**src/hw/rtl/kcl_pkg.sv**
```systemverilog
// Shared types and constants for the keypad code lock.
package kcl_pkg;

  // Number of keys in one code.
  localparam int CODE_LENGTH = 4;
  localparam int KCNT_W      = $clog2(CODE_LENGTH + 1);

  // Item kinds.
  localparam logic OP_KEY   = 1'b0;
  localparam logic OP_RANGE = 1'b1;

  // Special keys.
  localparam logic [7:0] KEY_START  = 8'h23;  // '#'
  localparam logic [7:0] KEY_SUBMIT = 8'h2A;  // '*'

  // Servo pulse widths in PWM steps.
  localparam logic [7:0] DUTY_CLOSED = 8'd18;
  localparam logic [7:0] DUTY_OPEN   = 8'd5;

  // Register map: index is paddr[2].
  localparam int          PADDR_W        = 3;
  localparam logic        REG_ACCESS     = 1'b0;
  localparam logic        REG_NEAR_ECHO  = 1'b1;
  localparam logic [31:0] ACCESS_RESET   = 32'h3132_3334;
  localparam logic [15:0] NEAR_RESET     = 16'd580;

  typedef enum logic [2:0] {
    ST_NONE     = 3'd0,
    ST_START    = 3'd1,
    ST_STORED   = 3'd2,
    ST_UNLOCKED = 3'd3,
    ST_WRONG    = 3'd4,
    ST_LOCKED   = 3'd5,
    ST_DROPPED  = 3'd6
  } kcl_status_t;

  typedef struct packed {
    kcl_status_t status;
    logic        locked;
    logic        entering;
    logic [7:0]  duty;
  } kcl_result_t;

endpackage

```
**src/hw/rtl/kcl_ctrl.sv**
```systemverilog
// Lock state, key buffer and per-item decision logic.
module kcl_ctrl
  import kcl_pkg::*;
(
  input  logic        clk,
  input  logic        rst,
  input  logic        adv,
  input  logic        operation,
  input  logic [7:0]  key_char,
  input  logic [15:0] echo_us,
  input  logic [31:0] access_code,
  input  logic [15:0] near_echo_us,
  output kcl_result_t result
);

  logic              entering;
  logic              locked;
  logic [KCNT_W-1:0] key_count;
  logic [7:0]        keys [CODE_LENGTH];

  logic              entering_next;
  logic              locked_next;
  logic              clear_keys;
  logic              store_key;
  logic              match;
  kcl_status_t       status;

  // Compare every stored key against its code byte.
  always_comb begin
    match = 1'b1;
    for (int k = 0; k < CODE_LENGTH; k++) begin
      if (keys[k] != 8'(access_code >> (8 * (CODE_LENGTH - 1 - k)))) begin
        match = 1'b0;
      end
    end
  end

  always_comb begin
    entering_next = entering;
    locked_next   = locked;
    clear_keys    = 1'b0;
    store_key     = 1'b0;
    status        = ST_NONE;
    if (operation == OP_KEY) begin
      if (!entering) begin
        if (key_char == KEY_START) begin
          entering_next = 1'b1;
          clear_keys    = 1'b1;
          status        = ST_START;
        end
      end else if (key_char == KEY_SUBMIT) begin
        clear_keys = 1'b1;
        if (match) begin
          locked_next   = 1'b0;
          entering_next = 1'b0;
          status        = ST_UNLOCKED;
        end else begin
          status = ST_WRONG;
        end
      end else if (key_count < KCNT_W'(CODE_LENGTH)) begin
        store_key = 1'b1;
        status    = ST_STORED;
      end else begin
        status = ST_DROPPED;
      end
    end else if (!entering && !locked && echo_us < near_echo_us) begin
      locked_next = 1'b1;
      status      = ST_LOCKED;
    end
  end

  assign result.status   = status;
  assign result.locked   = locked_next;
  assign result.entering = entering_next;
  assign result.duty     = locked_next ? DUTY_CLOSED : DUTY_OPEN;

  always_ff @(posedge clk) begin
    if (rst) begin
      entering  <= 1'b0;
      locked    <= 1'b0;
      key_count <= '0;
      for (int k = 0; k < CODE_LENGTH; k++) begin
        keys[k] <= '0;
      end
    end else if (adv) begin
      entering <= entering_next;
      locked   <= locked_next;
      if (clear_keys) begin
        key_count <= '0;
        for (int k = 0; k < CODE_LENGTH; k++) begin
          keys[k] <= '0;
        end
      end else if (store_key) begin
        key_count <= key_count + KCNT_W'(1);
        for (int k = 0; k < CODE_LENGTH; k++) begin
          if (key_count == KCNT_W'(k)) begin
            keys[k] <= key_char;
          end
        end
      end
    end
  end

  a_count_range: assert property (@(posedge clk) disable iff (rst)
    key_count <= KCNT_W'(CODE_LENGTH))
    else $error("key count beyond code length");

  a_idle_empty: assert property (@(posedge clk) disable iff (rst)
    !entering |-> key_count == '0)
    else $error("key buffer not empty while idle");

  a_lock_by_range: assert property (@(posedge clk) disable iff (rst)
    $rose(locked) |-> $past(adv && operation == OP_RANGE))
    else $error("lock closed without a range item");

  a_unlock_state: assert property (@(posedge clk) disable iff (rst)
    (adv && status == ST_UNLOCKED) |=> !entering && !locked)
    else $error("unlock did not open lock and end entry");

endmodule

```
**src/hw/rtl/keypad_code_lock.sv**
```systemverilog
// Top level of the keypad code lock: input stage, control, result stage, registers.
//
// Keypad code lock with a proximity latch. Each input item is a key press
// (operation 0, key_char) or a range measurement (operation 1, echo_us) and
// produces exactly one result item. While idle, '#' starts code entry; during
// entry every other key but '*' is stored, up to four, and later keys are
// dropped; '*' submits, opening the lock and ending entry on a match, else
// clearing the buffer. While idle and open, an echo shorter than near_echo_us
// closes the lock. A new item is taken every cycle while in_stall is low; an
// accepted item is registered in the input register, then moves into the
// result register when it is empty or drains; the result holds while out_stall
// is high. in_stall rises only when both stages are full and the result is
// stalled. Registers: access_code at byte address 0 (first key in the top
// byte), near_echo_us at 4; write them only while no item is in flight.
module keypad_code_lock
  import kcl_pkg::*;
(
  input  logic               clk,
  input  logic               rst,
  // item input
  input  logic               in_valid,
  output logic               in_stall,
  input  logic               operation,
  input  logic [7:0]         key_char,
  input  logic [15:0]        echo_us,
  // result output
  output logic               out_valid,
  input  logic               out_stall,
  output logic [2:0]         status,
  output logic               locked_now,
  output logic               entering_now,
  output logic [7:0]         servo_duty,
  // register port
  input  logic               psel,
  input  logic               penable,
  input  logic               pwrite,
  input  logic [PADDR_W-1:0] paddr,
  input  logic [31:0]        pwdata,
  output logic [31:0]        prdata,
  output logic               pready
);

  // Configuration registers.
  logic [31:0] access_code;
  logic [15:0] near_echo_us;

  // Input stage.
  logic        s1_valid;
  logic        s1_operation;
  logic [7:0]  s1_key_char;
  logic [15:0] s1_echo_us;

  logic        s1_take;
  logic        in_take;
  kcl_result_t result;
  kcl_result_t out_q;

  assign pready = 1'b1;

  always_ff @(posedge clk) begin
    if (rst) begin
      access_code  <= ACCESS_RESET;
      near_echo_us <= NEAR_RESET;
    end else if (psel && penable && pwrite) begin
      case (paddr[2])
        REG_ACCESS:    access_code  <= pwdata;
        REG_NEAR_ECHO: near_echo_us <= pwdata[15:0];
        default:       ;
      endcase
    end
  end

  always_comb begin
    case (paddr[2])
      REG_ACCESS:    prdata = access_code;
      REG_NEAR_ECHO: prdata = {16'd0, near_echo_us};
      default:       prdata = '0;
    endcase
  end

  // Advance the input stage whenever the result register is empty or drains.
  assign s1_take  = s1_valid && (!out_valid || !out_stall);
  assign in_stall = s1_valid && !s1_take;
  assign in_take  = in_valid && !in_stall;

  always_ff @(posedge clk) begin
    if (rst) begin
      s1_valid <= 1'b0;
    end else begin
      s1_valid <= in_take || (s1_valid && !s1_take);
    end
  end

  // Payload: load on accept, hold otherwise.
  always_ff @(posedge clk) begin
    if (in_take) begin
      s1_operation <= operation;
      s1_key_char  <= key_char;
      s1_echo_us   <= echo_us;
    end
  end

  kcl_ctrl u_ctrl (
    .clk          (clk),
    .rst          (rst),
    .adv          (s1_take),
    .operation    (s1_operation),
    .key_char     (s1_key_char),
    .echo_us      (s1_echo_us),
    .access_code  (access_code),
    .near_echo_us (near_echo_us),
    .result       (result)
  );

  // Result register: fill on advance, drop when taken downstream.
  always_ff @(posedge clk) begin
    if (rst) begin
      out_valid <= 1'b0;
    end else if (s1_take) begin
      out_valid <= 1'b1;
    end else if (!out_stall) begin
      out_valid <= 1'b0;
    end
  end

  always_ff @(posedge clk) begin
    if (s1_take) begin
      out_q <= result;
    end
  end

  assign status       = out_q.status;
  assign locked_now   = out_q.locked;
  assign entering_now = out_q.entering;
  assign servo_duty   = out_q.duty;

endmodule
```
**config.mk**
```make
export PLATFORM = sky130hd
export DESIGN_NAME = keypad_code_lock
export DESIGN_NICKNAME = d
export VERILOG_FILES = /design/src/hw/rtl/kcl_pkg.sv /design/src/hw/rtl/kcl_ctrl.sv /design/src/hw/rtl/keypad_code_lock.sv
export SDC_FILE = /design/constraint.sdc
export NUM_CORES = 1
export LEC_CHECK = 0
export BUFFER_PORTS_ARGS = -buffer_cell sky130_fd_sc_hd__buf_2
export CORE_AREA = 5 5 123 125
export CTS_CLUSTER_SIZE = 12
export DETAILED_ROUTE_END_ITERATION = 8
export DIE_AREA = 0 0 128 130
export PLACE_DENSITY = 0.66
export SLEW_MARGIN = 25
export SYNTH_ARGS = -nofsm -noshare
export SYNTH_HDL_FRONTEND = slang
export SYNTH_HIERARCHICAL = 1
export SYNTH_SLANG_ARGS = --single-unit
```
**constraint.sdc**
```tcl
create_clock -name clk -period 4.1 [get_ports clk]
set_input_delay 0 -clock clk [delete_from_list [all_inputs] [get_ports clk]]
set_output_delay 0 -clock clk [all_outputs]
set_load 0.03 [all_outputs]
```
[Word level (Yosys, flattened, before mapping)]
Memories as Yosys holds them, arrays and structs flattened.
Cells that the tools add are included.
Word-level totals
  register bits: 93
  bits in writable memories: 32
  bits of input ports: 67
  output and inout bits: 48
  memories: 1
Memories
  u_ctrl.keys: depth 4, width 8, read ports 4, clocked after Yosys merged registers in 0, wr ports 4, RTL line kcl_ctrl.sv:19  | logic [7:0] keys [CODE_LENGTH];
Operators by class
  $add $sub $neg: 1
  order comparisons: 2
  equal/unequal tests: 10
  muxes and demuxes: 72
  bitwise logic cells: 9
  reductions and logical operators: 20
Operator list (count)
  $mux W8: 8
  $pmux W32 S2: 1
  $mux W1: 54
  $ne A8 B8 Y1: 4
  $mux W3: 8
  $eq A8 B6 Y1 const B: 2
  $lt A16 B16 Y1: 1
  $or A1 B1 Y1: 8
  $logic_and A1 B1 Y1: 7
  $eq A3 B2 Y1 const B: 2
  $logic_not A1 Y1: 6
  $reduce_and A2 Y1: 3
  $mux W5: 1
  $add A3 B1 Y3 const B: 1
  $eq A3 B1 Y1 const B: 1
  $logic_not A3 Y1: 1
  $lt A3 B3 Y1 const B: 1
  $logic_or A1 B1 Y1: 2
  $ne A2 B1 Y1 const B: 1
  $reduce_bool A2 Y1: 1
  $not A1 Y1: 1

[Longest topological paths before layout]
  word-level depth: 11
  mapped depth: 8
  depth with buffers taken out: 7

[Modules after synthesis]
Netlist, hierarchy kept.
Modules (own cells, without submodules)
  keypad_code_lock: times used 1, cells each 287, area each 3578.4 um^2, sequential area each 2142.1 um^2
  kcl_ctrl: times used 1, cells each 258, area each 2493.6 um^2, sequential area each 980.9 um^2

[Worst setup path before layout]
No wires, ideal clock.
  kind: reg-to-reg
  start: reg out_valid
  end: mem u_ctrl.keys[0][0] (enable)
  library setup time: 0.330 ns
  arrival time: 2.902 ns
  data required time: 3.770 ns
  slack: 0.868 ns
  cell stages (with the launch flop): 8
  path buffers: 1
  clock period less this slack: 3.232 ns
  cells stage by stage: dfxtp_1 > a21boi_0 > nand3b_1 > a311oi_1 > nor2b_2 > and3_4 > buf_6 > or2_1
RTL lines
  from (decl): RTL line keypad_code_lock.sv:27  | output logic out_valid,
  from (signal assigned): RTL line keypad_code_lock.sv:118  | out_valid <= 1'b0;
  from (signal assigned): RTL line keypad_code_lock.sv:120  | out_valid <= 1'b1;
  from (signal assigned): RTL line keypad_code_lock.sv:122  | out_valid <= 1'b0;
  to (decl): RTL line kcl_ctrl.sv:19

==> impl_metrics.py <==
metrics = {
    "timing": {
        "rsz0062_at_grt": "false",
        "hold_viol": 0,
        "max_slew.worst_pin.slew_ns": 1.01,
        "clock.fmax_mhz": 355,
        "fin_setup_tns_ns": 0,
        "drv_slew": 0,
        "fin_crit_ns": 2.82,
        "hold_slack_ns": 0.0334,
        "setup_viol": 0,
        "slew_headroom": 0.328,
        "layout_setup_ws_ns": 1.28,
        "finalCritPeriodShare": 0.688,
        "skew_ns": 0.0126,
    },
    "drt": {
        "via_count": 4375,
        "dr.pass1.iters": 4,
        "ant_nets": 0,
        "wire_per_inst_um": 15.7,
        "vias_per_cell": 4.87,
        "drc_errors": 0,
        "wl_um": 14100,
        "drtIter0Drc": 215,
    },
    "setup_path": {
        "crit_start": "s1_valid",
        "cp.arrival_ns": 2.90,
        "r2r_slack_ns": 1.28,
        "path_class": "reg -> reg",
        "cp-end-kind": "flop",
        "worstReg2RegStart": "s1_valid",
        "reg2regPathDepth": 8,
        "start_kind": "flop",
        "crit_required_ns": 4.18,
        "critical_path_peak_fanout": 19,
        "r2r_end": "u_ctrl/keys[0][4]",
        "endpoint": "u_ctrl/keys[0][4]",
    },
    "power_and_ir_drop": {
        "power_mw": 3.32,
        "power_leakage_nw": 3.18,
        "power_density_mw_per_mm2": 419,
        "ir_drop_v": 0.000302,
    },
    "layout": {
        "synthToLayoutAreaGrowth_pct": 30.4,
        "antenna_cells": 0,
        "fin_area_mm2": 0.00792,
        "drive_gt1_frac": 0.237,
        "fin_cells": 898,
        "n_fill_cell": 1181,
        "final_cell_mix": "111 x buf_2, 63 x dfxtp_1, 62 x edfxtp_1",
        "multiInputGateArea_mm2": 0.00264,
        "seq_area_mm2": 0.00312,
        "utilization": 0.575,
        "final_common_cell": "buf_2",
        "final_nets": 792,
    },
    "cts": {
        "clk_pin_slew_ns": 0.06,
        "post_cts_buffers": 0,
        "clock_latency_ns": 0.42,
        "cts_tree": "built",
        "clock_sinks": 125,
        "clockBufferDepth": 2,
        "numCtsBuffers": 17,
        "cts-htree-levels": 4,
        "cts_root_buf": "clkbuf_16",
    },
    "floorplan": {
        "ios": 115,
        "core_area_mm2": 0.0138,
        "rows": 43,
        "fp.dieH_um": 130,
        "dieArea_mm2": 0.0166,
        "initial_utilization": 0.441,
        "fp.dieW_um": 128,
    },
    "yosys": {
        "ys_ff_latch": 125,
        "yosysSeqAreaShare": 0.514,
        "yosysWarnings": 6,
        "ys_types": 51,
        "async_flop_share": 0,
        "syn_avg_cell_area_um2": 11.1,
        "syn_inst": 545,
        "synth_edf_count": 62,
        "synthesis.area_mm2": 0.00607,
        "synth_ff_type": "dfxtp_1",
    },
    "global_routing": {
        "grt_overflow": 0,
        "track_usage": 0.176,
        "grt_max_degree": 76,
        "grt_pass1_vias": 4566,
        "grt_pass1_wl_um": 22500,
        "antenna_found_initial": 0,
    },
    "run": {
        "cap_violations": 0,
    },
    "worst_hold_path": {
        "hold_path.class": "in -> reg",
    },
    "outcome": {
        "status": "complete, no violations",
    },
    "placement": {
        "dp.cells": 807,
        "dpl_cell_area_mm2": 0.00666,
        "globalplace.congestion": 0.856,
        "port_buffers": 111,
        "detailedPlace.worstSlack_ns": 1.32,
        "dp_hpwl_um": 9950,
    },
}
[logic make-up (layout without fill, tap and decap cells)]
kind of cell,Yosys count,count (layout),synth area share
buffers and inverters,59,229,0.0527
other,2,5,0.00124
and+or+nand+nor,195,195,0.183
xor gates and xnor gates,32,32,0.0462
DFF,125,125,0.514
adders and majority gates,20,20,0.0412
AOI/OAI and AO/OA,47,47,0.0507
muxes,65,65,0.111
[registers in the layout, summed over array words and instances (netlist names), 3 cells and up]
register and flops:
status 3, u_ctrl/keys 32, u_ctrl/key_count 3, near_echo_us 16, servo_duty 8, s1_echo_us 16
s1_key_char 8, access_code 32
[Yosys cell counts, types with 2 or more instances]
master     n  area, um^2
and3_1    18         113
mux2i_1   48         480
nand3_1   13        65.1
o21ai_0    5        25.0
and2_1     9        56.3
conb_1     2        7.51
buf_8      3        45.0
edfxtp_1  62        1860
dfxtp_1   63        1260
inv_1     23        86.3
buf_4     11        82.6
a21o_1     3        22.5
a21oi_1   17        85.1
xnor2_1   32         280
a211oi_1   2        15.0
nand2_1   17        63.8
a311oi_1   2        17.5
nor2b_1   20         125
mux2_2    17         191
clkbuf_1  13        48.8
buf_2      7        35.0
nor4_1     2        12.5
o21a_1     4        30.0
nand4_1    8        50.1
nand2b_1  59         369
o211ai_1   3        22.5
ha_1      20         250
nor2_1    38         143
buf_6      2        22.5
[routing by layer]
layer,global-route usage,vias up,part of all wire
met5,0,-,0
met4,0.0587,0,0.012
met3,0.0561,11,0.046
met2,0.299,99,0.49
met1,0.212,2060,0.45
li1,-,2205,-
[report_power, final]
group / switching [mW] / total, mW / internal (mW)
Clock: 0.541 / 1.65 / 1.11
Sequential: 0.0302 / 1.39 / 1.36
Combinational: 0.146 / 0.280 / 0.134
[worst min-delay path by stage]
stage	from	endpoint	cells past startpoint
floorplan	rst	u_ctrl/key_count[1]	1
global placement	echo_us[5]	s1_echo_us[5]	1
detailed placement	echo_us[3]	s1_echo_us[3]	1
CTS	pwrite	access_code[14]	3
global route	pwrite	access_code[14]	3
finish	pwrite	access_code[14]	3
[worst max-delay path: stages (launching register included)]
cell,delay [ns]
dfxtp_1,0.34
a21boi_1,0.16
buf_4,0.25
nand3b_1,0.10
a311oi_1,0.25
buf_4,0.21
nor2b_2,0.54
and3_4,0.32
or2_1,0.31
[repair_timing]
| action | CTS | global route |
|---|---|---|
| resized for setup | 0 | 0 |
| hold buffers | 59 | 0 |
| endpoints found under the setup margin | 0 | 0 |
| endpoints found under the hold margin | 75 | 0 |
[area by class of cell]
cell class | count | area share
multi-input cells | 364 | 0.334
clock inverters | 13 | 0.0269
flip-flops and latches | 125 | 0.394
repair buffers | 174 | 0.148
inverters | 23 | 0.0109
clock buffers | 19 | 0.0572
well taps | 180 | 0.0284
(Power assumes the default switching activity.)
